[src/design/adm_pkg.sv]
// Shared types, constants and codes for the audio delay multi-effect core.
package adm_pkg;

  localparam int DELAY_DEPTH = 16384;
  localparam int SAMPLE_BITS = 16;
  localparam int ADDR_BITS = $clog2(DELAY_DEPTH);
  localparam int SHIFT_BITS = $clog2(SAMPLE_BITS);
  localparam int DAC_BITS = 12;
  localparam int AMOUNT_BITS = 12;
  localparam int MODE_BITS = 2;
  localparam int CFG_INDEX_BITS = 2;
  localparam int CFG_DATA_BITS = 12;

  localparam logic [ADDR_BITS-1:0] ECHO_BASE = ADDR_BITS'(4900);
  localparam logic [ADDR_BITS-1:0] CHORUS_BASE = ADDR_BITS'(480);
  localparam logic [15:0] GAIN_ECHO_Q16 = 16'd13107;
  localparam logic [15:0] GAIN_CHORUS_Q16 = 16'd19661;
  localparam logic [3:0] CRUSH_SPAN = 4'd11;

  localparam int QUEUE_DEPTH = 4;
  localparam int QUEUE_PTR_BITS = $clog2(QUEUE_DEPTH);
  localparam int QUEUE_CNT_BITS = QUEUE_PTR_BITS + 1;
  localparam int OUT_DEPTH = 4;
  localparam int OUT_PTR_BITS = $clog2(OUT_DEPTH);
  localparam int OUT_CNT_BITS = OUT_PTR_BITS + 1;

  localparam logic [CFG_INDEX_BITS-1:0] CFG_MODE = CFG_INDEX_BITS'(0);
  localparam logic [CFG_INDEX_BITS-1:0] CFG_AMOUNT = CFG_INDEX_BITS'(1);

  typedef enum logic [MODE_BITS-1:0] {
    MODE_PASS   = 2'd0,
    MODE_CRUSH  = 2'd1,
    MODE_CHORUS = 2'd2,
    MODE_ECHO   = 2'd3
  } mode_t;

  typedef struct packed {
    logic [SAMPLE_BITS-1:0] sample;
    logic [ADDR_BITS-1:0]   wr_addr;
    logic [ADDR_BITS-1:0]   rd_addr;
    logic                   hist_ok;
    mode_t                  mode;
    logic [SHIFT_BITS-1:0]  shift;
  } job_t;

endpackage

[src/design/adm_queue.sv]
// Short job queue between the front end and the effect pipeline.
module adm_queue import adm_pkg::*; (
  input  logic clk,
  input  logic rst,
  input  logic push,
  input  job_t push_job,
  output logic full,
  input  logic pop,
  output job_t pop_job,
  output logic empty
);

  job_t                      slots [QUEUE_DEPTH];
  logic [QUEUE_PTR_BITS-1:0] wr_ptr;
  logic [QUEUE_PTR_BITS-1:0] rd_ptr;
  logic [QUEUE_CNT_BITS-1:0] count;
  logic                      do_push;
  logic                      do_pop;

  assign full    = (count == QUEUE_CNT_BITS'(QUEUE_DEPTH));
  assign empty   = (count == '0);
  assign do_push = push && !full;
  assign do_pop  = pop && !empty;
  assign pop_job = slots[rd_ptr];

  always_ff @(posedge clk) begin
    if (do_push) begin
      slots[wr_ptr] <= push_job;
    end
  end

  always_ff @(posedge clk) begin
    if (rst) begin
      wr_ptr <= '0;
      rd_ptr <= '0;
      count  <= '0;
    end else begin
      if (do_push) begin
        wr_ptr <= wr_ptr + 1'b1;
      end
      if (do_pop) begin
        rd_ptr <= rd_ptr + 1'b1;
      end
      if (do_push && !do_pop) begin
        count <= count + 1'b1;
      end else if (do_pop && !do_push) begin
        count <= count - 1'b1;
      end
    end
  end

endmodule

[config.mk]
export PLATFORM = sky130hd
export DESIGN_NAME = adm_queue
export DESIGN_NICKNAME = d
export VERILOG_FILES = /design/src/design/adm_pkg.sv /design/src/design/adm_queue.sv
export SDC_FILE = /design/constraint.sdc
export NUM_CORES = 1
export LEC_CHECK = 0
export BUFFER_PORTS_ARGS = -buffer_cell sky130_fd_sc_hd__buf_2
export CAP_MARGIN = 20
export CORE_ASPECT_RATIO = 0.5
export CORE_MARGIN = 3
export CORE_UTILIZATION = 40
export DETAILED_ROUTE_END_ITERATION = 12
export SETUP_SLACK_MARGIN = 0.15
export SYNTH_ARGS = -nofsm -noshare
export SYNTH_HDL_FRONTEND = slang
export SYNTH_SLANG_ARGS = --single-unit
export TNS_END_PERCENT = 20
[constraint.sdc]
create_clock -name clk -period 2.9 [get_ports clk]
set_input_delay 0.29 -clock clk [delete_from_list [all_inputs] [get_ports clk]]
set_output_delay 0.29 -clock clk [all_outputs]
set_load 0.05 [all_outputs]
# Word level (Yosys, flattened, before mapping)
# Memory sizes are Yosys's and may differ from the RTL's. A register that Yosys moved wholly into a read port is not among the register bits.
# Cells that the tools add are included.
[op_classes]
n_mux = 6
reduce_logical = 10
eq_ne = 1
add_sub_neg = 4
[ops]
columns = ["operator", "count"]
rows = [
  ["3-bit two-way mux", 2],
  ["2-bit by 1-bit adder with 2-bit output, second input constant", 2],
  ["1-bit logical AND", 4],
  ["1-bit logical NOT", 4],
  ["2-bit two-way mux", 2],
  ["3-bit by 1-bit adder with 3-bit output, second input constant", 1],
  ["3-bit == test, second input constant", 1],
  ["3-bit logical NOT", 1],
  ["3-bit by 1-bit subtractor with 3-bit output, second input constant", 1],
  ["1-bit two-way mux", 2],
  ["2-bit nonzero test", 1],
]
[word_totals]
ramBits = 204
wordCells = 25
out_inout_bits = 53
inputBits = 55
mem_count = 1
ff_bits = 7
[memory_table]
columns = ["memory", "depth", "width", "rd", "rd_clocked_by_memory_dff", "write_ports", "line_no", "source"]
rows = [
  ["slots", 4, 51, 1, 1, 1, "adm_queue.sv:13", "job_t slots [QUEUE_DEPTH];"],
]

# Depth between registers and ports, before layout
# Gate-level depths: netlist of the first run.
[depth]
ltp_word = 7
mapped_depth = 8
depth_no_buf = 8

# Least setup slack after synthesis of the first run
# OpenSTA, ideal clock, no wires.
[synth_path]
kind = "flip-flop to flip-flop"
start = "register count[0]"
end = "memory slots[0][0] (netlist name), enable pin"
path_stages_with_launch = 4
setup_time_ns = 0.414
t_required_ns = 2.486
period_less_slack_ns = 2.531
arrival_time_ns = 2.117
setup_slack_ns = 0.369
path_buffers = 0
path_cell_list = "dfxtp_1 > nor3b_2 > nor2_2 > and2_1"
[synth_via]
elab_chain_len = 5
[synth_lines]
columns = ["item", "line_no", "source"]
rows = [
  ["start, declared", "adm_queue.sv:16", "logic [QUEUE_CNT_BITS-1:0] count;"],
  ["start signal, assigned", "adm_queue.sv:45", "count <= count + 1'b1;"],
  ["start signal, assigned", "adm_queue.sv:47", "count <= count - 1'b1;"],
  ["3-bit == test", "adm_queue.sv:20", "assign full = (count == QUEUE_CNT_BITS'(QUEUE_DEPTH));"],
  ["via full", "adm_queue.sv:7", "output logic full,"],
  ["1-bit logical NOT", "adm_queue.sv:22", "assign do_push = push && !full;"],
  ["1-bit logical AND", "adm_queue.sv:22", ""],
  ["via do_push", "adm_queue.sv:17", "logic do_push;"],
  ["1-bit two-way mux", "adm_queue.sv:27", "if (do_push) begin"],
  ["1-bit two-way mux (implied by the code)", "adm_queue.sv:28", "slots[wr_ptr] <= push_job;"],
  ["end, declared", "adm_queue.sv:13", ""],
]
# The timed path passes the listed nets, and every way through them passes these cells.

==> impl_metrics.ini, run 1 <==
[power_and_ir_drop]
p_leak_nw = 3.21
ir_drop_mv = 0.438
p_total_mw = 9.24
power.density_nw_per_um2 = 965

[sta]
max_freq_mhz = 406
period_needed_ns = 2.46
relSlewSlack = 0.677
rsz0062_at_grt = false
slew_viol_final = 0
finalHoldViolCount = 0
fin_skew_ns = 0.00411
finalCritPeriodShare = 0.849
tightest_slew_ns = 0.484
setup_ws_ns = 0.439
holdWs_ns = 0.0233
fin_tns_setup_ns = 0
setup_viol = 0

[synthesis]
synth_fa_ha_area_frac = 0.0105
synth.area.top_cells = edfxtp_1, mux4_2, dfxtp_1
synth-edff-count = 204
synth_most_common_cell = edfxtp_1
avgSynthCellArea_um2 = 25.0
async_reset_ff_frac = 0
syn_inst = 315
synth_compound_area_frac = 0.00524
synth-seq-cells = 213
yosys.area.top_type = edfxtp_1
synth_ff_type = edfxtp_1
yosys.area_share.simple = 0.0117
synth_xor_area_frac = 0.00444
muxShareOfSynthArea = 0.148
netlist_area_um2 = 7890
synth_cell_types = 24
synth_top_family_by_area = multiplexers
netlist.area_leader.share = 0.777
syn-num-nets = 376
ys_seq_area_frac = 0.800
yosys-top-cells-count = edfxtp_1, mux4_2, dfxtp_1
yosysWarnings = 0

[clocking]
clockBufferDepth = 3
h-tree-depth = 1
cts_made_buffers = 20
cts_sinks = 213
clock_latency_ns = 0.48
clock-root-buffer = clkbuf_16
ctsResizeCount = 0
path_clk_slew_ns = 0.06
cts_tree = built

[detailed_routing]
totalWireLength_mm = 14.3
routedWlPerCell_um = 19.5
drt_iter0_markers = 137
via_count = 3559
routed_via_density = 4.88
firstDrtPassIters = 4
drc = 0
postRouteAntennaNets = 0

[global_route]
grt_first_pass_wirelength_mm = 22.8
grt_start_max_net_pins = 52
use_met1 = 0.193
grtUsageMet3 = 0.0299
grt-busiest-layer = met2
use_met2 = 0.224
track_usage = 0.138
grt_overflow = 0
antenna_found_initial = 1
grt_pass1_vias = 3953

[worst_setup_path]
reg2reg_slack_ns = 0.79
rr_startpoint = count[0]
cp_max_fo = 20
crit_arrival_ns = 2.17
r2r_end = count[2]
max_stage_delay_ns = 0.66
path_cells = buf_12 -> mux4_2 -> buf_2
crit_slowest_cell = dfxtp_4
cp.required_ns = 2.61
crit_type = reg2out
setup.worst_path.end_class = primary output
startpoint_type = register
rr_worst_depth = 8

[layout]
multi_input_comb_area_um2 = 1430
drive_gt1_frac = 0.423
areaGrowthSynthToFinish_pct = 21.4
fin_nets = 519
utilization = 0.507
fillers = 1525
regArea_um2 = 6310
diodes = 0

[hold_path]
min_path_cells = 1
hold_path_class = in2reg
hold_path_end = slots[2][30]
hold_path.startpoint = push_job[30]

[floorplan]
io_pins = 108
rows = 35
die_h_um = 105
die_w_um = 205
floorplan.initialDensity = 0.418
core_um2 = 18900
dieArea_um2 = 21500

[placement]
place.gp.congestion = 0.677
port_buffers = 107
hpwl_mm = 7.82
place_ws_ns = 0.815

[job]
max_cap_viol_count = 0

[outcome]
status = complete, no violations
through the flow:
stage               instance area, um2  cells
global route                      9570    730
detailed placement                8750    675
global placement                  8750    675
finish                            9570    730
floorplan                         7890    315
CTS                               9560    729
layout make-up:
| type | count | area share |
|---|---|---|
| tap | 259 | 0.0339 |
| inverter | 4 | 0.00157 |
| multi-input combinational | 85 | 0.149 |
| clock inverter | 5 | 0.00549 |
| clock buffer | 30 | 0.0595 |
| sequential | 213 | 0.659 |
| timing repair buffer | 134 | 0.0915 |
layout by cell type (no fill, tap or decap):
master,synthesis,routed
mux2i_1,2,2
o21ai_0,2,2
bufinv_16,0,1
edfxtp_1,204,204
dfxtp_2,0,1
or3_1,2,2
o311ai_1,1,1
nand2b_1,2,2
ha_1,5,5
and2_2,0,4
clkbuf_8,0,1
clkbuf_1,1,8
buf_2,5,107
a21oi_1,2,2
clkinv_1,0,2
buf_12,5,7
inv_1,4,4
xor2_1,4,4
clkbuf_16,0,21
dlygate4sd3_1,0,20
dfxtp_4,0,1
clkinvlp_4,0,2
o31ai_2,1,1
nor3b_2,1,1
fa_1,1,1
nor3_1,1,1
dfxtp_1,9,7
nor2_1,5,5
mux4_2,51,51
nor2_2,1,1
repair_timing:
item                                   4_1_cts  5_1_grt
hold buffers                                19        1
endpoints found under the hold margin       66        4
setup endpoints to repair                    0        0
setup buffers                                0        0
registers in the layout, indices dropped and copies added, names as in the netlist, named ones only:
name,cells
wr_ptr,2
count,3
rd_ptr,2
slots,204
where the power goes:
part           switching, mW  internal [mW]  leakage (nW)
sequential             0.174           3.70          1.94
clock                   1.04           1.45         0.293
combinational           1.92          0.947         0.970
total                   3.14           6.10          3.21
worst max-delay path, delay by kind of cell, from the launching register on:
family / cells / cell delay [ns]
mux: 1 / 0.54
buf+inv: 2 / 0.49
flops: 1 / 0.66
routing by layer:
metal  share of wire  routed length, um  up-vias
met3           0.044                621       21
met2            0.49               6970       67
met4           0.019                276        2
met5          0.0014                 20        -
met1            0.45               6380     1853
li1                -                  -     1616
worst max path at each step:
stage / end / slack [ns] / cells past startpoint
after floorplan: slots[0][0] / 0.37 / 3
after global placement: count[2] / 0.85 / 8
after detailed placement: count[2] / 0.81 / 8
after CTS: pop_job[11] / 0.34 / 3
after global routing: pop_job[11] / 0.27 / 3
final: pop_job[11] / 0.44 / 3
logic make-up after synthesis:
family | after synthesis
flip-flops | 213
multiplexers | 53
buffers and inverters | 17
AND/OR/NAND/NOR | 16
AO/OA/AOI/OAI | 6
adder cells (fa/ha/maj) | 6
XOR/XNOR | 4
Note: power is estimated with default switching activity, not from simulation.
==> run 2, diff against run 1 <==
- ABC_AREA: not set -> 1
- clock period: 2.9 -> 2.35 ns (I/O delays scaled with it)
==> run 2 against run 1 <==
  * Sequential share of layout area shrank 3.8 points
  * Largest cell class unchanged
  * Non-clock buffer count grew 47
  * Global-route usage grew 1.4 points
  * Die area grew 2.4%
  * Routed wire length grew 21%
  * Via count grew 39%
==> impl_metrics.ini, run 2 <==
[synthesis]
yosys-top-cells-count = edfxtp_1, nor2_1, o21ai_1, o22ai_1, o21ai_0
avgSynthCellArea_um2 = 14.4
synth_ff_type = edfxtp_1
synth-edff-count = 204
ys_seq_area_frac = 0.780
synth-seq-cells = 213
syn_inst = 563
yosysWarnings = 0
syn-num-nets = 624
async_reset_ff_frac = 0
yosys.area.top_type = edfxtp_1
synth_cell_types = 20
synth_most_common_cell = edfxtp_1
netlist_area_um2 = 8080
synth.area.top_cells = edfxtp_1, nor2_1, o22ai_1
netlist.area_leader.share = 0.758

[layout]
top_register = slots
reg_top3 = slots (204), count (3)
final_cell_area_um2 = 10200
fillers = 1700
areaGrowthSynthToFinish_pct = 25.8
final_cell_mix = edfxtp_1, nor2_1, buf_2
drive_gt1_frac = 0.218
fin_nets = 795
multi_input_comb_area_um2 = 1490
regArea_um2 = 6310
largest_register_ffs = 204
mostFrequentLayoutCell = edfxtp_1

[power_and_ir_drop]
power.density_nw_per_um2 = 1180
power_frac_clock = 0.266
switching_share = 0.377
p_total_mw = 12.0
p_switching_mw = 4.51
combPwrFrac = 0.337
ir_drop_mv = 0.538
p_int_mw = 7.45
seqPwrFrac = 0.396
p_leak_nw = 3.63

[sta]
period_needed_ns = 2.14
holdWs_ns = 0.0498
finalCritPeriodShare = 0.912
setup_viol = 0
slew_viol_final = 0
max_freq_mhz = 467
rsz0062_at_grt = true
finalHoldViolCount = 0
fin_skew_ns = 0.0151
tightest_slew_ns = 0.464
relSlewSlack = 0.690

[floorplan]
floorplan.initialDensity = 0.412
die_w_um = 207
io_pins = 108
rows = 36
dieArea_um2 = 22000
core_um2 = 19600
die_h_um = 107

[job]
max_cap_viol_count = 0

[clocking]
cts_sinks = 213
cts_tree = built
clockBufferDepth = 3
clock-root-buffer = clkbuf_16
h-tree-depth = 1
cts_made_buffers = 20
clock_latency_ns = 0.49
path_clk_slew_ns = 0.07

[placement]
place_area_um2 = 8960
port_buffers = 107
place.gp.congestion = 0.755
hpwl_mm = 9.77

[global_route]
track_usage = 0.152
grt_pass1_vias = 5004
antenna_found_initial = 1
grt_start_max_net_pins = 53
grt_overflow = 0
grt_first_pass_wirelength_mm = 27.0

[detailed_routing]
drt_iter0_markers = 336
routed_via_density = 4.88
postRouteAntennaNets = 0
via_count = 4946
totalWireLength_mm = 17.3
routedWlPerCell_um = 17.0
drc = 0
firstDrtPassIters = 4

[outcome]
status = complete, no violations

[worst_setup_path]
crit_family = buffers and inverters
startpoint_type = register
crit_slowest_cell = dfxtp_4
max_stage_delay_ns = 0.36
cp.required_ns = 2.12
cp_max_fo = 37
path_cells = clkinv_2 -> buf_12 -> o21ai_0 -> o22ai_1 -> clkbuf_4
crit_type = reg2out
worst-path-buf-inv = 3
crit_arrival_ns = 1.91
setup.worst_path.end_class = primary output

[hold_path]
hold_path_class = in2reg
[run 2: cell count changes after synthesis, moves of 5 or more]
cell     previous run  this run
o21ai_0             2        43
inv_1               4        16
buf_4               0         5
mux4_2             51         0
nand2_1             0        15
o21ai_1             0        60
o22ai_1             0        51
buf_6               1        13
nor2_1              5       116
buf_12              5         0
[run 2: final cells by class]
type	count	area share
Inverter	18	0.00677
Sequential cell	213	0.621
Clock buffer	26	0.0535
Multi-Input combinational cell	300	0.147
Timing Repair Buffer	181	0.130
Tap cell	266	0.0327
Clock inverter	9	0.00936
Antenna cell	1	0.000246
[run 2: final timing paths]
check            start          end  slack [ns]  cells after the start
max           register  pop_job[46]        0.21                      5
min                pop     register        0.05                      3
max reg2reg   count[1]     count[2]        0.51                     12
min reg2reg  rd_ptr[1]     register        0.51                      2
[run 2: metal layers]
metal | track usage | part of all wire
met2 | 0.251 | 0.47
met1 | 0.216 | 0.48
met3 | 0.0283 | 0.035
met5 | 0 | 0
met4 | 0.0290 | 0.013
[run 2: repair_timing]
action                     in CTS  in global routing
buffers inserted                0                  1
hold buffers                   52                  0
gates resized for setup         2                 10
gates cloned                    0                  0
setup endpoints to repair      49                 38
hold endpoints to repair      208                  0
[run 2: tightest hold or removal path, stage by stage]
cell,delay [ns]
buf_2,0.12
nand3_1,0.08
a21oi_1,0.07
[run 2: kinds of logic (layout without fill, tap and decap cells)]
group / Yosys count / in the layout / share of synthesized area
flip-flops: 213 / 213 / 0.780
AO/OA/AOI/OAI: 157 / 157 / 0.105
AND/OR/NAND/NOR: 136 / 136 / 0.0643
buffers and inverters: 50 / 234 / 0.0390
adder cells (fa/ha/maj): 6 / 6 / 0.0102
XOR/XNOR: 1 / 1 / 0.00108
other: 0 / 1 / 0
[run 2: power groups by stage]
stage	sequential, mW	clock [mW]	combinational (mW)
6_report	4.74	3.18	4.03
3_5_place_dp	4.82	0	3.95
4_1_cts	4.75	3.25	4.03
3_3_place_gp	4.82	0	3.92
2_1_floorplan	4.80	0	3.02
5_1_grt	4.77	3.40	4.32
[run 2: through the flow]
step / TNS (ns) / instances / worst slack (ns) / util
after floorplan: -21.09 / 563 / -0.103 / -
after global placement: 0 / 925 / 0.486 / 0.456
after detailed placement: 0 / 925 / 0.486 / 0.456
after CTS: 0 / 1012 / 0.0726 / 0.516
after global routing: 0 / 1014 / 0.110 / 0.518
final: 0 / 1014 / 0.208 / 0.518
