$ cat config.mk
export PLATFORM = sky130hd
export DESIGN_NAME = adm_front
export DESIGN_NICKNAME = d
export VERILOG_FILES = /design/src/design/adm_pkg.sv /design/src/design/adm_front.sv
export SDC_FILE = /design/constraint.sdc
export NUM_CORES = 1
export LEC_CHECK = 0
export ABC_AREA = 1
export BUFFER_PORTS_ARGS = -buffer_cell sky130_fd_sc_hd__buf_2
export CAP_MARGIN = 20
export CELL_PAD_IN_SITES_DETAIL_PLACEMENT = 2
export CELL_PAD_IN_SITES_GLOBAL_PLACEMENT = 2
export CORE_MARGIN = 10
export CORE_UTILIZATION = 26
export DETAILED_ROUTE_END_ITERATION = 6
export GPL_ROUTABILITY_DRIVEN = 0
export PLACE_DENSITY = 0.76
export SYNTH_ARGS = -nofsm -noshare
export SYNTH_HDL_FRONTEND = slang
export SYNTH_SLANG_ARGS = --single-unit
$ cat constraint.sdc
create_clock -name clk -period 2.1 [get_ports clk]
set_input_delay 0.105 -clock clk [delete_from_list [all_inputs] [get_ports clk]]
set_output_delay 0.105 -clock clk [all_outputs]
set_load 0.01 [all_outputs]
$ cat src/design/adm_pkg.sv
// Shared types, constants and codes for the audio delay multi-effect core.
package adm_pkg;

  localparam int DELAY_DEPTH = 16384;
  localparam int SAMPLE_BITS = 16;
  localparam int ADDR_BITS = $clog2(DELAY_DEPTH);
  localparam int SHIFT_BITS = $clog2(SAMPLE_BITS);
  localparam int DAC_BITS = 12;
  localparam int AMOUNT_BITS = 12;
  localparam int MODE_BITS = 2;
  localparam int CFG_INDEX_BITS = 2;
  localparam int CFG_DATA_BITS = 12;

  localparam logic [ADDR_BITS-1:0] ECHO_BASE = ADDR_BITS'(4900);
  localparam logic [ADDR_BITS-1:0] CHORUS_BASE = ADDR_BITS'(480);
  localparam logic [15:0] GAIN_ECHO_Q16 = 16'd13107;
  localparam logic [15:0] GAIN_CHORUS_Q16 = 16'd19661;
  localparam logic [3:0] CRUSH_SPAN = 4'd11;

  localparam int QUEUE_DEPTH = 4;
  localparam int QUEUE_PTR_BITS = $clog2(QUEUE_DEPTH);
  localparam int QUEUE_CNT_BITS = QUEUE_PTR_BITS + 1;
  localparam int OUT_DEPTH = 4;
  localparam int OUT_PTR_BITS = $clog2(OUT_DEPTH);
  localparam int OUT_CNT_BITS = OUT_PTR_BITS + 1;

  localparam logic [CFG_INDEX_BITS-1:0] CFG_MODE = CFG_INDEX_BITS'(0);
  localparam logic [CFG_INDEX_BITS-1:0] CFG_AMOUNT = CFG_INDEX_BITS'(1);

  typedef enum logic [MODE_BITS-1:0] {
    MODE_PASS   = 2'd0,
    MODE_CRUSH  = 2'd1,
    MODE_CHORUS = 2'd2,
    MODE_ECHO   = 2'd3
  } mode_t;

  typedef struct packed {
    logic [SAMPLE_BITS-1:0] sample;
    logic [ADDR_BITS-1:0]   wr_addr;
    logic [ADDR_BITS-1:0]   rd_addr;
    logic                   hist_ok;
    mode_t                  mode;
    logic [SHIFT_BITS-1:0]  shift;
  } job_t;

endpackage

$ cat src/design/adm_front.sv
// Front end: config registers, write pointer and per-sample job classification.
module adm_front import adm_pkg::*; (
  input  logic                      clk,
  input  logic                      rst,
  input  logic                      cfg_valid,
  output logic                      cfg_ready,
  input  logic [CFG_INDEX_BITS-1:0] cfg_index,
  input  logic [CFG_DATA_BITS-1:0]  cfg_data,
  input  logic                      take,
  input  logic [SAMPLE_BITS-1:0]    sample_in,
  output job_t                      job
);

  mode_t                  effect_mode;
  logic [AMOUNT_BITS-1:0] effect_amount;
  logic [ADDR_BITS-1:0]   write_pointer;
  logic                   filled;
  logic [ADDR_BITS-1:0]   delay;
  logic [15:0]            crush_prod;

  assign cfg_ready = 1'b1;

  always_ff @(posedge clk) begin
    if (rst) begin
      effect_mode   <= MODE_PASS;
      effect_amount <= '0;
      write_pointer <= '0;
      filled        <= 1'b0;
    end else begin
      if (cfg_valid && cfg_ready) begin
        if (cfg_index == CFG_MODE) begin
          effect_mode <= mode_t'(cfg_data[MODE_BITS-1:0]);
        end else if (cfg_index == CFG_AMOUNT) begin
          effect_amount <= cfg_data[AMOUNT_BITS-1:0];
        end
      end
      if (take) begin
        write_pointer <= write_pointer + 1'b1;
        if (write_pointer == ADDR_BITS'(DELAY_DEPTH - 1)) begin
          filled <= 1'b1;
        end
      end
    end
  end

  always_comb begin
    if (effect_mode == MODE_ECHO) begin
      delay = ADDR_BITS'(effect_amount) + ECHO_BASE;
    end else begin
      delay = ADDR_BITS'(effect_amount >> 1) + CHORUS_BASE;
    end
    crush_prod = 16'(effect_amount) * 16'(CRUSH_SPAN);
    job.sample  = sample_in;
    job.wr_addr = write_pointer;
    job.rd_addr = write_pointer - delay;
    // an entry older than everything written so far still reads as zero
    job.hist_ok = filled || (write_pointer >= delay);
    job.mode    = effect_mode;
    job.shift   = SHIFT_BITS'(SAMPLE_BITS - 1) - SHIFT_BITS'(crush_prod[15:12]);
  end

endmodule

* Yosys cells after proc, flatten, opt, wreduce, memory -nomap -nowiden
Index checks and enable logic that the tools add are counted.
** Cells by class
- Add/sub/neg operators :: 5
- Multipliers :: 1
- Magnitude comparators :: 1
- Equal/unequal tests :: 3
- Multiplexer cells :: 1
- Bitwise operators :: 1
- Reduce and logical (&&, ||, !) cells :: 5
** Operators by type and width (count)
- 12-bit by 4-bit multiplier with 16-bit output, second input constant :: 1
- 12-bit by 13-bit adder with 14-bit output, second input constant :: 1
- 14-bit by 1-bit adder with 14-bit output, second input constant :: 1
- 14-bit equality test, second input constant :: 1
- 14-bit greater-or-equal comparator :: 1
- 14-bit 2-to-1 mux :: 1
- 14-bit subtractor :: 1
- 11-bit by 9-bit adder with 12-bit output, second input constant :: 1
- 2-bit AND reduction :: 2
- 4-bit subtractor, first input constant :: 1
- 3-bit AND reduction :: 1
- 2-bit by 1-bit equality test with 1-bit output, second input constant :: 1
- 2-bit equality test, second input constant :: 1
- 2-bit logical NOT :: 1
- 1-bit logical OR :: 1
- 1-bit inverter :: 1
** Word-level totals
- Register bits :: 29
- Output and inout bits :: 52
- Word-level logic and storage cells :: 21

* Depth between registers and ports, before layout
Gate-level depths: netlist of run 1.
- Depth in word-level cells :: 4
- Depth in mapped cells :: 17

* Least setup slack after synthesis of run 1
No wires, ideal clock.
- Path type :: register to output
- Start :: reg effect_mode[1]
- End :: out job[13] in the netlist's numbering
- Arrival :: 2.158 ns
- Required time :: 1.995 ns
- Path slack :: -0.163 ns
- Stages on the path, launching flop included :: 13
- Path buffers :: 1
- Path through :: dfxtp_1 -> nand2_1 -> inv_1 -> clkbuf_1 -> nand2_1 -> nand2_1 -> ha_1 -> inv_1 -> fa_1 -> nand3_1 -> nand3_1 -> a21oi_1 -> xnor2_1
** RTL lines
- from (decl) :: RTL line adm_front.sv:14 : mode_t effect_mode;
- from (signal assigned) :: RTL line adm_front.sv:32 : effect_mode <= mode_t'(cfg_data[MODE_BITS-1:0]);
- to (decl) :: RTL line adm_front.sv:11 : output job_t job

==> results by group, run 1 <==
Outcome
  – Status: complete, but fails checks
  – Failing checks: setup timing

STA
  – Final Critical Period: 3.11 ns
  – Slew HR: 61.2%
  – Setup ws final: -1.01 ns
  – Final Setup Violations: 17
  – RSZ-0062 raised after global routing: true
  – Worst Skew: 0.00710 ns
  – Fmax: 322 MHz
  – Worst-margin pin slew: 0.576 ns
  – Tcrit/Tclk final: 148%
  – Final Hold Fails: 0
  – Max-slew violations: 0

Job
  – Max-Cap Viols: 0

Synthesis
  – Syn avg cell area: 6.20 um2
  – Post-synthesis sequential area ratio: 16.6%
  – Synthesis warning total: 0
  – Synth area leader: dfxtp_1
  – Post-synth top area share: 16.6%
  – Top cells by area, synth: dfxtp_1, ha_1, nand2_1
  – Cells after Synth: 565
  – Mapped Nets: 652
  – Yosys reg bits: 29
  – Mapped Area: 0.00350 mm2
  – Yosys cell types: 34

Cells and area
  – Final instance area: 0.00572 mm2
  – Finished Layout Cells: 870
  – N_diodes: 0
  – FILL cells: 1521
  – Final nets: 780
  – Area grow syn2layout: 63.2%
  – Share of layout cells above drive strength 1: 48.6%

Setup path
  – Setup Crit Path Kind: flip-flop to primary output
  – CP max stage cell: dfxtp_4
  – Reg-to-reg setup timing slack: 0.12 ns
  – CP max stage delay: 0.42 ns
  – Critical path arrival: 3.00 ns
  – CP most frequent cell: nand2_1
  – Setup crit end kind: primary output
  – Worst-path cell chain: buf_4, ha_2, nand2_4, nand2_1, nand2_1, nand3_1, o21ai_1, ha_1, nand2_2, nor2_1, nand3_1, nand3_1, nand2_1, nand2_1, buf_2
  – Startpoint types: flip-flop
  – Critical path buffers and inverters: 2
  – Cell family with most CP delay: simple AND/OR/NAND/NOR gates
  – Critical Path RT: 2.00 ns
  – Crit-path max FO: 5

Clock tree
  – Clk Latency, worst-skew pair: 0.29 ns
  – Hold buffers post-CTS: 0
  – Clk buf depth: 2
  – Root Buffer: clkbuf_16
  – H-tree depth: 2
  – Clock transition at path regs: 0.06 ns
  – TritonCTS clock tree: yes
  – Clk sinks: 29
  – CTS Buf Count: 5

Drt
  – Wire per inst: 27.5 um
  – Starting DRT DRC Count: 382
  – Residual DRC: 0
  – Vias/cell: 5.38
  – Total iterations of the first detailed-routing run: 5
  – Vias: 4677
  – Routed Antenna Nets: 0
  – Total wire length: 23900 um

Power
  – LEAKAGE: 2.89 nW
  – Maximum VDD drop: 0.379 mV
  – PwrDens: 449 mW/mm2

GRT
  – Initial antenna violation count: 0
  – GRT Util Overall: 22.2%
  – Grt total ovfl: 0
  – Vias in the first global route: 5215
  – First-pass GRT wire length: 31800 um
  – Largest net degree at the start of global routing: 16

Floorplan
  – Die extent in x: 136 um
  – Initial Util: 26.5%
  – Row cnt: 42
  – Total core area: 0.0132 mm2
  – Die height: 136 um
  – Die Area: 0.0185 mm2
  – Io pins: 86

Placement
  – PortBufs: 52
  – Placed cell count: 848
  – Placed cell areas: 0.00450 mm2
  – Setup Slack @ Placement: -0.535 ns
  – Detail Placement HPWL: 12100 um

Hold path
  – Worst hold-check path type: input pin to flip-flop
[cell usage in the layout (no fill, tap or decap), types with 8 or more instances in the layout]
master   netlist  layout
nand2_1      142      95
inv_1        104      81
buf_4         17      80
buf_2          1      50
nor2_1        58      43
nand2_2        3      38
ha_4           0      25
o21ai_0       28      21
a21oi_1       36      20
inv_2          0      19
nand3_1       36      19
dfxtp_1       29      17
ha_1          44      16
nand3_2        1      14
buf_6          0      13
nand2_4        0      12
a21oi_2        0      12
nor2_2         2      10
nand4_1        9       9
nor2_4         1       8
fa_1           9       8
dfxtp_4        0       8
[power by group]
| part | leakage (nW) | switching (W) | internal (W) |
|---|---|---|---|
| clock | 0.0856 | 0.000312 | 0.000546 |
| combinational | 2.56 | 0.000642 | 0.000467 |
| sequential | 0.243 | 0.0000370 | 0.000565 |
| total | 2.89 | 0.000992 | 0.00158 |
[cells in the mapped netlist]
library cell  count
nor2_2            2
conb_1            1
buf_4            17
o21ai_1           1
o21a_1            1
nor3_4            1
nand3_2           1
nand2_1         142
o21ai_0          28
buf_2             1
nor3_1            8
a21oi_1          36
xnor2_1           3
clkbuf_1          5
nand3_1          36
or2_2             1
nor2_4            1
nand4_1           9
nand3b_1          3
inv_1           104
fa_1              9
a21o_1            1
nand3b_2          1
o21bai_1          2
xor2_1            6
nand2_2           3
nor2_1           58
a31oi_1           6
dfxtp_1          29
a211oi_1          1
o211ai_1          2
nor3_2            1
o22ai_1           1
ha_1             44
[worst paths after layout]
path / start / end / cells past startpoint
max: effect_amount[6]$_SDFFE_PP0P_ / job[18] / 15
min: cfg_data[3] / effect_amount[3]$_SDFFE_PP0P_ / 3
max reg2reg: write_pointer[6]$_SDFFE_PP0P_ / write_pointer[13]$_SDFFE_PP0P_ / 7
min reg2reg: effect_amount[3]$_SDFFE_PP0P_ / effect_amount[3]$_SDFFE_PP0P_ / 2
[metrics by stage]
step                 TNS, ns  hold slack [ns]  power, W  util, %
floorplan           -0.00641            0.174   0.00100        -
global placement       -3.13            0.210   0.00127     34.0
detailed placement     -5.40            0.210   0.00131     34.0
CTS                    -7.34           0.0513   0.00232     40.2
global route          -11.87           0.0722   0.00266     43.2
finish                -10.64           0.0550   0.00257     43.2
[repair_timing]
item | in CTS | in global routing
buffers inserted | 13 | 4
pin swaps | 37 | 37
resized for setup | 138 | 86
setup endpoints to repair | 18 | 17
[tightest hold or removal path: cells and delay by family]
kind / cells / cell delay [ns]
buffers and inverters: 1 / 0.08
and+or+nand+nor: 2 / 0.12
[state kept, by name (all words and copies together) (netlist names)]
register and flops:
effect_amount 12, filled 1, write_pointer 14, effect_mode 2
[cells by family (layout without fill, tap and decap cells)]
logic type | Yosys count | count (layout) | synth area share (%)
AOI/OAI and AO/OA | 79 | 79 | 12.0
and+or+nand+nor | 267 | 267 | 32.7
other | 1 | 1 | 0.107
adders and majority gates | 53 | 53 | 20.9
DFF | 29 | 29 | 16.6
xor gates and xnor gates | 9 | 9 | 2.25
buffers and inverters | 127 | 256 | 15.5
[routing by layer]
layer | GRT usage, % | routed length [um] | vias up
met5 | 0 | 0 | -
met4 | 7.93 | 861 | 0
met3 | 3.03 | 1010 | 69
met2 | 41.9 | 12700 | 190
met1 | 24.5 | 9400 | 2384
li1 | - | - | 2034
[final cells by class]
| cell class | instances | area [um2] | area share [%] |
|---|---|---|---|
| Tap cell | 176 | 220 | 3.85 |
| Timing Repair Buffer | 144 | 1020 | 17.8 |
| Multi-Input combinational cell | 409 | 3290 | 57.5 |
| Inverter | 104 | 405 | 7.09 |
| Clock inverter | 1 | 6.26 | 0.109 |
| Sequential cell | 29 | 616 | 10.8 |
| Clock buffer | 7 | 164 | 2.87 |
Note: power is estimated with default switching activity, not from simulation.
==> inputs of run 2 (changes only) <==
--- a/config.mk
+++ b/config.mk
@@ -5,16 +5,15 @@
 export SDC_FILE = /design/constraint.sdc
 export NUM_CORES = 1
 export LEC_CHECK = 0
-export ABC_AREA = 1
 export BUFFER_PORTS_ARGS = -buffer_cell sky130_fd_sc_hd__buf_2
 export CAP_MARGIN = 20
 export CELL_PAD_IN_SITES_DETAIL_PLACEMENT = 2
 export CELL_PAD_IN_SITES_GLOBAL_PLACEMENT = 2
 export CORE_MARGIN = 10
-export CORE_UTILIZATION = 26
+export CORE_UTILIZATION = 27
 export DETAILED_ROUTE_END_ITERATION = 6
 export GPL_ROUTABILITY_DRIVEN = 0
-export PLACE_DENSITY = 0.76
+export PLACE_DENSITY = 0.74
 export SYNTH_ARGS = -nofsm -noshare
 export SYNTH_HDL_FRONTEND = slang
 export SYNTH_SLANG_ARGS = --single-unit
==> results by group, run 2 <==
Outcome
  – Status: complete, but fails checks
  – Failing checks: setup timing

STA
  – Hold Slack: 0.0504 ns (-0.00462 ns)
  – RSZ-0062 raised after global routing: true
  – Fmax: 308 MHz (-4.2%)
  – Slew HR: 50.6% (-11 points)
  – Tcrit/Tclk final: 155% (+6.6 points)
  – Setup TNS: -13.51 ns (-2.87 ns)
  – Worst Skew: 0.00378 ns (-0.00331 ns)
  – Final Critical Period: 3.25 ns (+0.138 ns)
  – Final Hold Fails: 0 (unchanged)
  – Setup ws final: -1.15 ns (-0.138 ns)
  – Final Setup Violations: 17 (unchanged)
  – Worst-margin pin slew: 0.742 ns (+0.166 ns)
  – Max-slew violations: 0 (unchanged)

Setup path
  – Cell family with most CP delay: compound AO/OA/AOI/OAI gates
  – Reg-to-reg setup timing slack: 0.25 ns (+0.13 ns)
  – Setup Crit Path Kind: flip-flop to primary output
  – Critical Path RT: 2.00 ns (about the same)
  – CP max stage cell: dfxtp_4
  – Startpoint types: flip-flop
  – CP max stage delay: 0.37 ns (-0.05 ns)
  – Crit-path max FO: 4 (-1)
  – Critical path arrival: 3.14 ns (+0.14 ns)
  – Critical path buffers and inverters: 3 (+1)
  – Setup crit end kind: primary output
  – Worst-path cell chain: and3_4, buf_4, o21ai_1, xnor2_1, a21oi_1, ha_1, buf_4, and3_4, o311ai_4, and4_1, a2111o_1, buf_2

Drt
  – Residual DRC: 0 (unchanged)
  – Vias: 3497 (-25%)
  – Total wire length: 16200 um (-32%)
  – Total iterations of the first detailed-routing run: 4 (-1)
  – Starting DRT DRC Count: 82 (-79%)
  – Routed Antenna Nets: 0 (unchanged)
  – Vias/cell: 5.15 (-4.2%)
  – Wire per inst: 23.9 um (-13%)

Cells and area
  – Share of layout cells above drive strength 1: 50.9% (+2.4 points)
  – Seq. cell area: 607 um2 (-1.4%)
  – Area of the multi-input gates: 0.00274 mm2 (-17%)
  – Commonest non-fill, non-tap cells in the layout: buf_4, buf_2, nor2_1
  – Commonest non-fill, non-tap cell in the layout: buf_4
  – Top flop regs: write_pointer: 14 flops, effect_amount: 12 flops, effect_mode: 2 flops
  – FILL cells: 1267 (-17%)
  – Area grow syn2layout: 60.9%
  – Final nets: 622 (-20%)
  – Biggest register: write_pointer
  – Final instance area: 0.00506 mm2 (-12%)
  – N_diodes: 0 (unchanged)
  – Max reg flops: 14 (unchanged)

GRT
  – First-pass GRT wire length: 23400 um (-26%)
  – Grt total ovfl: 0 (unchanged)
  – Largest net degree at the start of global routing: 30 (+14)
  – GRT Util Overall: 18.1% (-4.1 points)
  – Initial antenna violation count: 0 (unchanged)
  – Vias in the first global route: 4154 (-20%)

Placement
  – PortBufs: 52 (unchanged)
  – Setup Slack @ Placement: -0.784 ns (-0.250 ns)
  – Detail Placement HPWL: 10200 um (-16%)
  – Placed cell areas: 0.00437 mm2 (-2.9%)

Floorplan
  – Initial Util: 27.5% (+1.1 points)
  – Die height: 128 um (-6.0%)
  – Die Area: 0.0164 mm2 (-12%)
  – Io pins: 86 (unchanged)
  – Row cnt: 39 (-7.1%)
  – Total core area: 0.0114 mm2 (-14%)
  – Die extent in x: 128 um (-6.0%)

Synthesis
  – FFs w/ async S/R, synth: 0% (unchanged)
  – Cells after Synth: 395 (-30%)
  – Top cells by area, synth: dfxtp_1, ha_1, inv_1
  – Most used DFF post-synth: dfxtp_1
  – Post-synth top area share: 18.5% (+1.9 points)
  – Yosys cell types: 54 (+59%)
  – Mapped Nets: 482 (-26%)
  – Post-synthesis sequential area ratio: 18.5% (+1.9 points)
  – Number of synthesized flops with an enable pin: 0 (unchanged)
  – Synth area leader: dfxtp_1
  – Syn avg cell area: 7.96 um2 (+28%)
  – Synthesis warning total: 0 (unchanged)
  – Mapped Area: 0.00314 mm2 (-10%)
  – Synth cell count leaders: inv_1, nor2_1, ha_1
  – Yosys reg bits: 29 (unchanged)

Hold path
  – Worst hold-check path type: input pin to flip-flop

Job
  – Max-Cap Viols: 0 (unchanged)

Clock tree
  – TritonCTS clock tree: yes
  – Clock transition at path regs: 0.06 ns (about the same)
  – H-tree depth: 2 (unchanged)
  – Clk sinks: 29 (unchanged)
  – Clk buf depth: 2 (unchanged)
  – Clk Latency, worst-skew pair: 0.29 ns (about the same)
  – CTS Buf Count: 5 (unchanged)
  – Root Buffer: clkbuf_16
  – Hold buffers post-CTS: 0 (unchanged)

Power
  – LEAKAGE: 2.43 nW (-16%)
  – Sw frac: 31.3% (-7.3 points)
  – Power share of the combinational group: 28.9% (-14 points)
  – PwrDens: 414 mW/mm2 (-7.9%)
  – Maximum VDD drop: 0.317 mV (-16%)
  – Internal Power: 0.00144 W (-8.8%)
  – Clock power frac: 43.2% (+9.8 points)
  – NetSw: 0.000654 W (-34%)
  – Seq pwr share: 27.9% (+4.5 points)
  – Total power: 0.00209 W (-19%)
-- run 2: cell types whose count changed in the layout (fill, tap and decap cells not counted), moves of 15 or more --
cell,previous run,this run
mux2i_1,0,15
o21ai_0,21,3
nand2_2,38,1
buf_4,80,100
inv_1,81,40
nand2_1,95,24
-- run 2: per-layer routing --
layer  global-route usage, %  share of wire (%)  up-vias
met4                    6.36                3.5        0
met3                    4.05                4.2       46
met1                    18.2                 37     1747
li1                        -                  -     1602
met2                    35.3                 55      102
met5                       0                  0        -
-- run 2: worst min-delay path, delay by kind of cell --
| kind | cells | cell delay (ns) |
|---|---|---|
| buf+inv | 1 | 0.08 |
| mux | 1 | 0.05 |
| simple gates | 1 | 0.07 |
-- run 2: final timing paths --
kind                                                     from                        endpoint  cells after the start
worst max-delay path            effect_amount[4]$_SDFFE_PP0P_                         job[20]                     12
worst min-delay path                              cfg_data[5]   effect_amount[5]$_SDFFE_PP0P_                      3
worst max register to register  write_pointer[1]$_SDFFE_PP0P_  write_pointer[12]$_SDFFE_PP0P_                      8
worst min register to register            filled$_SDFFE_PP0P_             filled$_SDFFE_PP0P_                      2
-- run 2: power by group through the flow --
stage	clock, W	sequential [W]	combinational (W)
finish	0.000904	0.000584	0.000606
global placement	0	0.000593	0.000457
global route	0.000940	0.000586	0.000659
CTS	0.000893	0.000583	0.000539
floorplan	0	0.000598	0.000293
detailed placement	0	0.000595	0.000492
-- run 2: layout make-up --
class	instances	area share, %
Tap cell	143	3.54
Timing Repair Buffer	163	23.0
Multi-Input combinational cell	285	54.2
Inverter	51	3.78
Clock inverter	1	0.593
Clock buffer	7	2.82
Sequential cell	29	12.0
-- run 2: logic make-up (layout without fill, tap and decap cells) --
logic type,after synthesis,count (layout),share of synthesized area (%)
mux,17,17,5.41
fa+ha+maj,53,53,23.2
xor+xnor,29,29,8.08
flops,29,29,18.5
buf+inv,81,222,11.8
simple gates,115,115,16.8
other cells,1,1,0.119
compound gates,70,70,16.1
-- run 2: metrics by stage --
stage | std cells | util, %
finish | 679 | 44.3
global route | 679 | 44.3
CTS | 673 | 42.3
detailed placement | 659 | 38.3
global placement | 659 | 38.3
floorplan | 395 | -
-- run 2: repair_timing --
item,in CTS,in global routing
pin swaps,38,27
setup endpoints to repair,17,17
gates resized for setup,55,38
setup buffers,6,6
==> inputs of run 3 (changes only) <==
--- a/config.mk
+++ b/config.mk
@@ -14,6 +14,7 @@
 export DETAILED_ROUTE_END_ITERATION = 6
 export GPL_ROUTABILITY_DRIVEN = 0
 export PLACE_DENSITY = 0.74
+export RECOVER_POWER = 100
 export SYNTH_ARGS = -nofsm -noshare
 export SYNTH_HDL_FRONTEND = slang
 export SYNTH_SLANG_ARGS = --single-unit
==> results by group, run 3 (synthesis gave the netlist of run 2 again) <==
Drt
  – Vias: 3476 (-0.60%)
  – Routed Antenna Nets: 0 (unchanged)
  – Starting DRT DRC Count: 105 (+28%)
  – Total wire length: 16300 um (+0.31%)
  – Wire per inst: 24.0 um (+0.31%)
  – Vias/cell: 5.12 (-0.60%)
  – Residual DRC: 0 (unchanged)
  – Total iterations of the first detailed-routing run: 4 (unchanged)

Placement
  – Detail Placement HPWL: 10200 um (unchanged)
  – Placed cell count: 659 (unchanged)
  – PortBufs: 52 (unchanged)

Cells and area
  – Commonest non-fill, non-tap cell in the layout: buf_4
  – Area grow syn2layout: 59.1%
  – Top flop regs: write_pointer: 14 flops, effect_amount: 12 flops, effect_mode: 2 flops
  – Share of layout cells above drive strength 1: 47.2% (-3.7 points)
  – Commonest non-fill, non-tap cells in the layout: buf_4, nor2_1, buf_2
  – Max reg flops: 14 (unchanged)
  – Final core occ: 43.8% (-0.50 points)
  – Finished Layout Cells: 679 (unchanged)
  – N_diodes: 0 (unchanged)
  – FILL cells: 1278 (+0.87%)
  – Biggest register: write_pointer
  – Final nets: 622 (unchanged)

Clock tree
  – Clk sinks: 29 (unchanged)
  – TritonCTS clock tree: yes
  – Clock transition at path regs: 0.06 ns (about the same)
  – Clk Latency, worst-skew pair: 0.29 ns (about the same)
  – Root Buffer: clkbuf_16
  – H-tree depth: 2 (unchanged)
  – Clk buf depth: 2 (unchanged)
  – CTS Buf Count: 5 (unchanged)

Floorplan
  – Total core area: 0.0114 mm2 (unchanged)
  – Initial Util: 27.5% (unchanged)
  – Die extent in x: 128 um (unchanged)
  – Die height: 128 um (unchanged)
  – Row cnt: 39 (unchanged)
  – Io pins: 86 (unchanged)
  – Die Area: 0.0164 mm2 (unchanged)

GRT
  – Initial antenna violation count: 0 (unchanged)
  – Vias in the first global route: 4154 (unchanged)
  – Grt total ovfl: 0 (unchanged)
  – GRT Util Overall: 18.1% (unchanged)
  – Largest net degree at the start of global routing: 30 (unchanged)
  – First-pass GRT wire length: 23400 um (unchanged)

Outcome
  – Status: complete, but fails checks
  – Failing checks: setup timing

STA
  – Fmax: 309 MHz (+0.28%)
  – Final Hold Fails: 0 (unchanged)
  – Tcrit/Tclk final: 154% (-0.42 points)
  – Setup ws final: -1.14 ns (+0.00892 ns)
  – Hold Slack: 0.0499 ns (-0.000492 ns)
  – Max-slew violations: 0 (unchanged)
  – RSZ-0062 raised after global routing: true
  – Slew HR: 33.4% (-17 points)
  – Final Setup Violations: 17 (unchanged)
  – Worst Skew: 0.00329 ns (-0.000490 ns)
  – Final Critical Period: 3.24 ns (-0.00892 ns)
  – Worst-margin pin slew: 0.999 ns (+0.257 ns)

Setup path
  – Startpoint types: flip-flop
  – Reg-to-reg setup timing slack: 0.06 ns (-0.19 ns)
  – Worst-case reg-to-reg path depth: 8 (unchanged)
  – Worst setup path endpoint: job[20]
  – RR Endpoint: write_pointer[10]$_SDFFE_PP0P_
  – Setup crit end kind: primary output
  – Setup Crit Path Kind: flip-flop to primary output
  – Reg2reg start: write_pointer[1]$_SDFFE_PP0P_
  – Critical path arrival: 3.13 ns (about the same)
  – Crit-path max FO: 4 (unchanged)
  – Critical Path RT: 2.00 ns (about the same)
  – Setup crit start: effect_amount[4]$_SDFFE_PP0P_

Power
  – PwrDens: 417 mW/mm2 (+0.85%)
  – Maximum VDD drop: 0.320 mV (+0.73%)
  – LEAKAGE: 2.35 nW (-3.2%)

Hold path
  – Worst hold-check path type: input pin to flip-flop

Job
  – Max-Cap Viols: 0 (unchanged)
==> run 3: changes by cell type in the layout (fill, tap and decap cells not counted), sizes merged <==
cell,change
buf,-20
clkbuf,+20
==> run 3: critical path, stage by stage (launching register included) <==
cell and delay, ns:
dfxtp_4 0.37, and3_4 0.19, buf_4 0.15, o21ai_1 0.20
xnor2_1 0.20, a21oi_1 0.14, ha_1 0.35, buf_4 0.14
and3_4 0.23, o311ai_4 0.15, and4_1 0.24, a2111o_1 0.35
buf_2 0.15
==> run 3: where the power goes <==
| part | internal, W | switching, W | leakage [nW] |
|---|---|---|---|
| Combinational | 0.000281 | 0.000322 | 2.03 |
| Clock | 0.000593 | 0.000308 | 0.0841 |
| Sequential | 0.000560 | 0.0000234 | 0.241 |
==> run 3: area by class of cell <==
cell class | instances | area, um2 | share of cell area, %
multi-input combinational | 285 | 2740 | 54.9
timing repair buffer | 163 | 1110 | 22.2
sequential | 29 | 604 | 12.1
inverter | 51 | 191 | 3.83
tap | 143 | 179 | 3.58
clock buffer | 7 | 143 | 2.85
clock inverter | 1 | 30.0 | 0.600
==> run 3: what timing repair did <==
item / CTS / global route
pin swaps: 38 / 27
setup buffers: 6 / 6
hold buffers: 0 / 0
gates resized for setup: 55 / 38
endpoints found under the setup margin: 17 / 17
==> run 3: worst min-delay path by stage <==
| stage | from | to | slack [ns] | cells after the start |
|---|---|---|---|---|
| 3_3_place_gp | sample_in[1] | job[36] | 0.21 | 0 |
| 4_1_cts | cfg_data[5] | effect_amount[5]$_SDFFE_PP0P_ | 0.06 | 3 |
| 6_report | cfg_data[5] | effect_amount[5]$_SDFFE_PP0P_ | 0.05 | 3 |
| 5_1_grt | cfg_data[5] | effect_amount[5]$_SDFFE_PP0P_ | 0.05 | 3 |
| 2_1_floorplan | cfg_data[2] | effect_amount[2]$_SDFFE_PP0P_ | 0.25 | 2 |
| 3_5_place_dp | sample_in[1] | job[36] | 0.21 | 0 |
==> run 3: metrics by stage <==
stage | setup TNS, ns | total power, W | setup slack [ns] | instance area, um2
after floorplan | -3.44 | 0.000891 | -0.428 | 3400
after global placement | -6.76 | 0.00105 | -0.652 | 4370
after detailed placement | -8.41 | 0.00109 | -0.784 | 4370
after CTS | -11.57 | 0.00201 | -0.982 | 4830
after global routing | -15.81 | 0.00218 | -1.22 | 5000
final | -13.65 | 0.00209 | -1.14 | 5000
==> run 3: routing by layer <==
metal	global-route usage, %	vias to the layer above	routed length [um]
met4	6.36	0	527
met1	18.2	1745	6130
met2	35.3	85	9020
met3	4.05	42	609
li1	-	1604	-
met5	0	-	0
